## config.mk

```make
export PLATFORM = sky130hd
export DESIGN_NAME = hgpc_div_cell
export DESIGN_NICKNAME = d
export VERILOG_FILES = /design/src/sv/hue_gradient_pixel_color_assert.svh /design/src/sv/hgpc_div_cell.sv
export SDC_FILE = /design/constraint.sdc
export NUM_CORES = 1
export LEC_CHECK = 0
export ABC_AREA = 1
export BUFFER_PORTS_ARGS = -buffer_cell sky130_fd_sc_hd__buf_2
export CAP_MARGIN = 10
export CORE_ASPECT_RATIO = 1.5
export CORE_UTILIZATION = 52
export CTS_BUF_LIST = sky130_fd_sc_hd__clkbuf_4 sky130_fd_sc_hd__clkbuf_8 sky130_fd_sc_hd__clkbuf_16
export DETAILED_ROUTE_END_ITERATION = 7
export PLACE_DENSITY_LB_ADDON = 0.12
export RECOVER_POWER = 25
export SKIP_CTS_REPAIR_TIMING = 1
export SYNTH_ARGS = -nofsm -noshare
export SYNTH_HDL_FRONTEND = slang
export SYNTH_SLANG_ARGS = --single-unit
```

## constraint.sdc

```tcl
create_clock -name clk -period 3.8 [get_ports clk]
set_input_delay 1.14 -clock clk [delete_from_list [all_inputs] [get_ports clk]]
set_output_delay 1.14 -clock clk [all_outputs]
set_load 0.005 [all_outputs]
```

## src/sv/hue_gradient_pixel_color_assert.svh

```systemverilog
// Assertion macros for the hue gradient pixel color block.
// Expects signals named clk and arst_n in the including module.
`ifndef HUE_GRADIENT_PIXEL_COLOR_ASSERT_SVH
`define HUE_GRADIENT_PIXEL_COLOR_ASSERT_SVH

// same-cycle implication, disabled in reset
`define HGPC_ASSERT_NOW(lbl, ante, cons, msg) \
	lbl: assert property (@(posedge clk) disable iff (!arst_n) (ante) |-> cons) \
		else $error(msg);

// next-cycle implication, disabled in reset
`define HGPC_ASSERT_NEXT(lbl, ante, cons, msg) \
	lbl: assert property (@(posedge clk) disable iff (!arst_n) (ante) |=> cons) \
		else $error(msg);

`endif

```

## src/sv/hgpc_div_cell.sv

```systemverilog
// One registered step of a restoring divider: one quotient bit per cell.
// Standalone; chained by hue_gradient_pixel_color.
module hgpc_div_cell #(
	parameter int RW = 13,
	parameter int QW = 16
) (
	input  logic          clk,
	input  logic [RW-1:0] divisor,
	input  logic [RW-1:0] rem_in,
	input  logic [QW-1:0] quo_in,
	output logic [RW-1:0] rem_out,
	output logic [QW-1:0] quo_out
);

	logic [RW:0]   trial;
	logic          ge;
	logic [RW:0]   diff;
	logic [RW-1:0] rem_q;
	logic [QW-1:0] quo_q;

	// dividend bits leave the top of quo, quotient bits enter at the bottom
	always_comb begin
		trial = {rem_in, quo_in[QW-1]};
		ge    = trial >= {1'b0, divisor};
		diff  = ge ? (trial - {1'b0, divisor}) : trial;
	end

	always_ff @(posedge clk) begin
		rem_q <= diff[RW-1:0];
		quo_q <= {quo_in[QW-2:0], ge};
	end

	assign rem_out = rem_q;
	assign quo_out = quo_q;

endmodule

```

# Word level (Yosys, flattened, before mapping)
# Cells that the tools add are included.
# word_totals
word_cells,5
output_inout_bits,29
reg_bits,29
# classes
n_lt_le_gt_ge,1
mux,1
n_addsub,1
# op_table
op,n
14-bit by 13-bit >= comparator with 1-bit output,1
13-bit 2-to-1 mux,1
13-bit subtractor,1

# Depth between registers and ports, before layout
# depth
depth_word,2
depth_mapped,12
depth_no_buf,11

# Least setup slack after synthesis
# No wires, ideal clock.
# synth_timing
path_kind,input-to-reg
startpoint,input port quo_in[15]
endpoint,register rem_q[1] (netlist: rem_out[1])
cell_stages,10
arrival_time_ns,2.383
setup_slack_ns,1.302
path_cell_list,inv_1 ha_1 fa_1 inv_1 nand2_1 nand3_2 nand2_4 nand3_4 buf_8 o21ai_2
# synth_via
elab_chain_len,2
# synth_lines
item,line,rtl
from (decl),hgpc_div_cell.sv:10,"input logic [QW-1:0] quo_in,"
13-bit subtractor or 14-bit by 13-bit >= comparator with 1-bit output (tied branches),"hgpc_div_cell.sv:25, hgpc_div_cell.sv:24",
13-bit 2-to-1 mux *,hgpc_div_cell.sv:25,"diff = ge ? (trial - {1'b0, divisor}) : trial;"
net diff[1],hgpc_div_cell.sv:17,logic [RW:0] diff;
to (signal assigned),hgpc_div_cell.sv:29,rem_q <= diff[RW-1:0];
to (decl),hgpc_div_cell.sv:18,logic [RW-1:0] rem_q;
# Mark *: on every way through the listed nets, which the timed path passes. The rest lies on a longest branch.

# Worst setup path after layout
# layout_timing
startpoint,input port divisor[10]
endpoint,register rem_q[6] (netlist: rem_out[6])
# layout_via
elab_chain_len,2
# layout_lines
item,line,rtl
from (decl),hgpc_div_cell.sv:8,"input logic [RW-1:0] divisor,"
14-bit by 13-bit >= comparator with 1-bit output,hgpc_div_cell.sv:24,"ge = trial >= {1'b0, divisor};"
13-bit 2-to-1 mux,hgpc_div_cell.sv:25,
net diff[6],hgpc_div_cell.sv:17,
# The timed path passes the listed nets, and every way through them passes these cells.

==> results.md <==
* Run status: finished, final reports clean
* Setup CP Type: in -> reg
* Clk slew on worst S/H paths at 0.06 ns
* Setup total negative slack at 0 ns
* Post-synthesis mux area share at 0
* Leading cell type in the layout, fill and taps excluded: buf_2
* Diode count at 0
* Slew Limit Headroom at 0.765
* Largest family of logic cells by synthesized area: simple AND/OR/NAND/NOR gates
* Hold Violations, Final at 0
* Total track usage at 0.222
* WL/cell at 10.5 um
* Layout Cells excl Fill at 357
* Ratio of cells with drive above 1 in the final layout at 0.366
* Die height at 73.6 um
* Drt first pass iters at 4
* Placed Instances at 349
* Vias/cell at 4.77
* Number of max-cap violations at 0
* Number of clock sinks at 29
* Row Count at 25
* Syn Nets at 298
* Simple-gate area share of the yosys netlist at 0.341
* Area leader, netlist: dfxtp_1
* Top-area cell type share of the netlist area at 0.327
* DRC violations left at 0
* RePlAce Congestion at 0.864
* Register area share after synthesis at 0.327
* Vias in the first global route at 1539
* Cells after Synth at 241
* Area of the mapped netlist at 1780 um2
* Syn_area_per_cell at 7.37 um2
* Leakage power at 1.35 nW
* CTS tree: yes
* Initial antenna violation count at 0
* CP arrival at 2.73 ns
* Cts bufs inserted at 5
* Most frequent cells in the layout: 71 x buf_2, 68 x nand2_1, 51 x inv_1, 29 x dfxtp_1, 13 x ha_1
* Netlist cell types at 23
* Register area at 581 um2
* Tmin final at 2.58 ns
* Worst path required time at 3.96 ns
* P per Cell Area at 410 nW/um2
* Startpoint class of the critical path: primary input
* Detailed Place HPWL at 3130 um
* Area delta synth->final at 27.2%
* Top Ports at 72
* Final period utilization at 0.678
* Crit path max fanout at 21
* Initial Util at 0.556
* Final Routed Wirelength at 3750 um
* DR iter-0 viols at 41
* RSZ-0062 raised after global routing: false
* WHS Path Cells at 1
* Filler cell count at 302
* VDD IR max at 0.289 mV
* Via count at 1702
* Die width at 49.7 um
* H-tree levels at 2
* Clock buffer depth at 2
* First-pass GRT wire length at 6090 um
* Area occupied by multi-input gates at 938 um2
* Slew @ Worst Pin at 0.353 ns
* Remaining global-route overflow at 0
* CTS Root Cell: clkbuf_8
* Final core utilization at 0.708
* Worst min-delay path category: in -> reg
* Crit path from: divisor[10]
* Compound-Gate Fraction of Synth Area at 0.0550
* CP endpoint kind: flop
* DRT antenna net count at 0
* Final setup fails at 0
* Fmax at 0.388 GHz
* I/O Buffers at 71
* Top cells by area, synth: dfxtp_1 33%, nand2_1 14%, inv_1 11%
* Hold slack at 0.963 ns
* Worst hold endpoint: quo_out[13]
* Ys Warns at 0
* Fin. max-slew vios at 0
* Synth Area in XOR/XNOR at 0.0296
* Layout Nets at 373
* CORE AREA at 3190 um2
* Finished Cell Area at 2260 um2
* Adder-cell share of the synthesized area at 0.103
* Synth Register Bits at 29
* Hold_sp: quo_in[12]
* Die area at 3660 um2
* Placed instance area at 2140 um2
* Largest net degree at the start of global routing at 22
## through the flow
step | worst slack (ns) | total power [mW]
CTS | 1.22 | 0.934
finish | 1.22 | 0.925
detailed placement | 0.937 | 0.597
global placement | 0.971 | 0.592
floorplan | 1.30 | 0.521
global route | 1.10 | 0.975
## worst max-delay path, stage by stage
cell,delay [ns]
buf_2,0.07
inv_1,0.03
ha_1,0.36
nand2_1,0.11
inv_2,0.05
nand2_2,0.09
inv_2,0.05
a21oi_4,0.24
nand3_4,0.33
nand2_1,0.19
o21ai_2,0.06
## synth_stat cells
| library cell | instances |
|---|---|
| nand2_1 | 68 |
| inv_1 | 51 |
| dfxtp_1 | 29 |
| ha_1 | 13 |
| nand2_2 | 11 |
| nand3_1 | 11 |
| nand4_1 | 11 |
| nor2_1 | 7 |
| o21ai_2 | 7 |
| inv_2 | 6 |
| nand3_2 | 5 |
| xor2_1 | 5 |
| a21oi_1 | 4 |
| nand3_4 | 2 |
| nor2_2 | 2 |
| nor2_4 | 2 |
| a21oi_4 | 1 |
| buf_12 | 1 |
| buf_4 | 1 |
| buf_8 | 1 |
| fa_1 | 1 |
| nand2_4 | 1 |
| xnor2_1 | 1 |
## registers in the layout, indices dropped and copies added, names as in the netlist
| signal | cells |
|---|---|
| quo_out | 16 |
| rem_out | 13 |
## routing by layer
layer	up-vias	global-route usage	wire, um
met1	759	0.212	1300
met4	0	0.111	102
met3	9	0.0497	211
met2	54	0.431	2130
met5	-	0	0
li1	880	-	-
## worst max-delay path by stage
stage                             to  cells past startpoint
after floorplan           rem_out[1]                     10
after global placement    rem_out[6]                     11
after detailed placement  rem_out[6]                     11
after CTS                 rem_out[6]                     11
after global routing      rem_out[6]                     11
final                     rem_out[6]                     11
## area by class of cell
cell class / count / share of cell area
Inverter: 57 / 0.0947
Timing Repair Buffer: 71 / 0.157
Tap cell: 40 / 0.0222
Multi-Input combinational cell: 152 / 0.416
Sequential cell: 29 / 0.257
Clock inverter: 1 / 0.0133
Clock buffer: 7 / 0.0399
## power by group
group | internal [mW] | switching, mW
clock network | 0.221 | 0.116
logic | 0.104 | 0.137
registers | 0.340 | 0.00720
## logic make-up (layout without fill, tap and decap cells)
kind of cell,count (synthesis),count (layout)
flops,29,29
compound gates,12,12
fa+ha+maj,14,14
buf+inv,60,136
xor+xnor,6,6
simple gates,120,120
(Power assumes the default switching activity.)
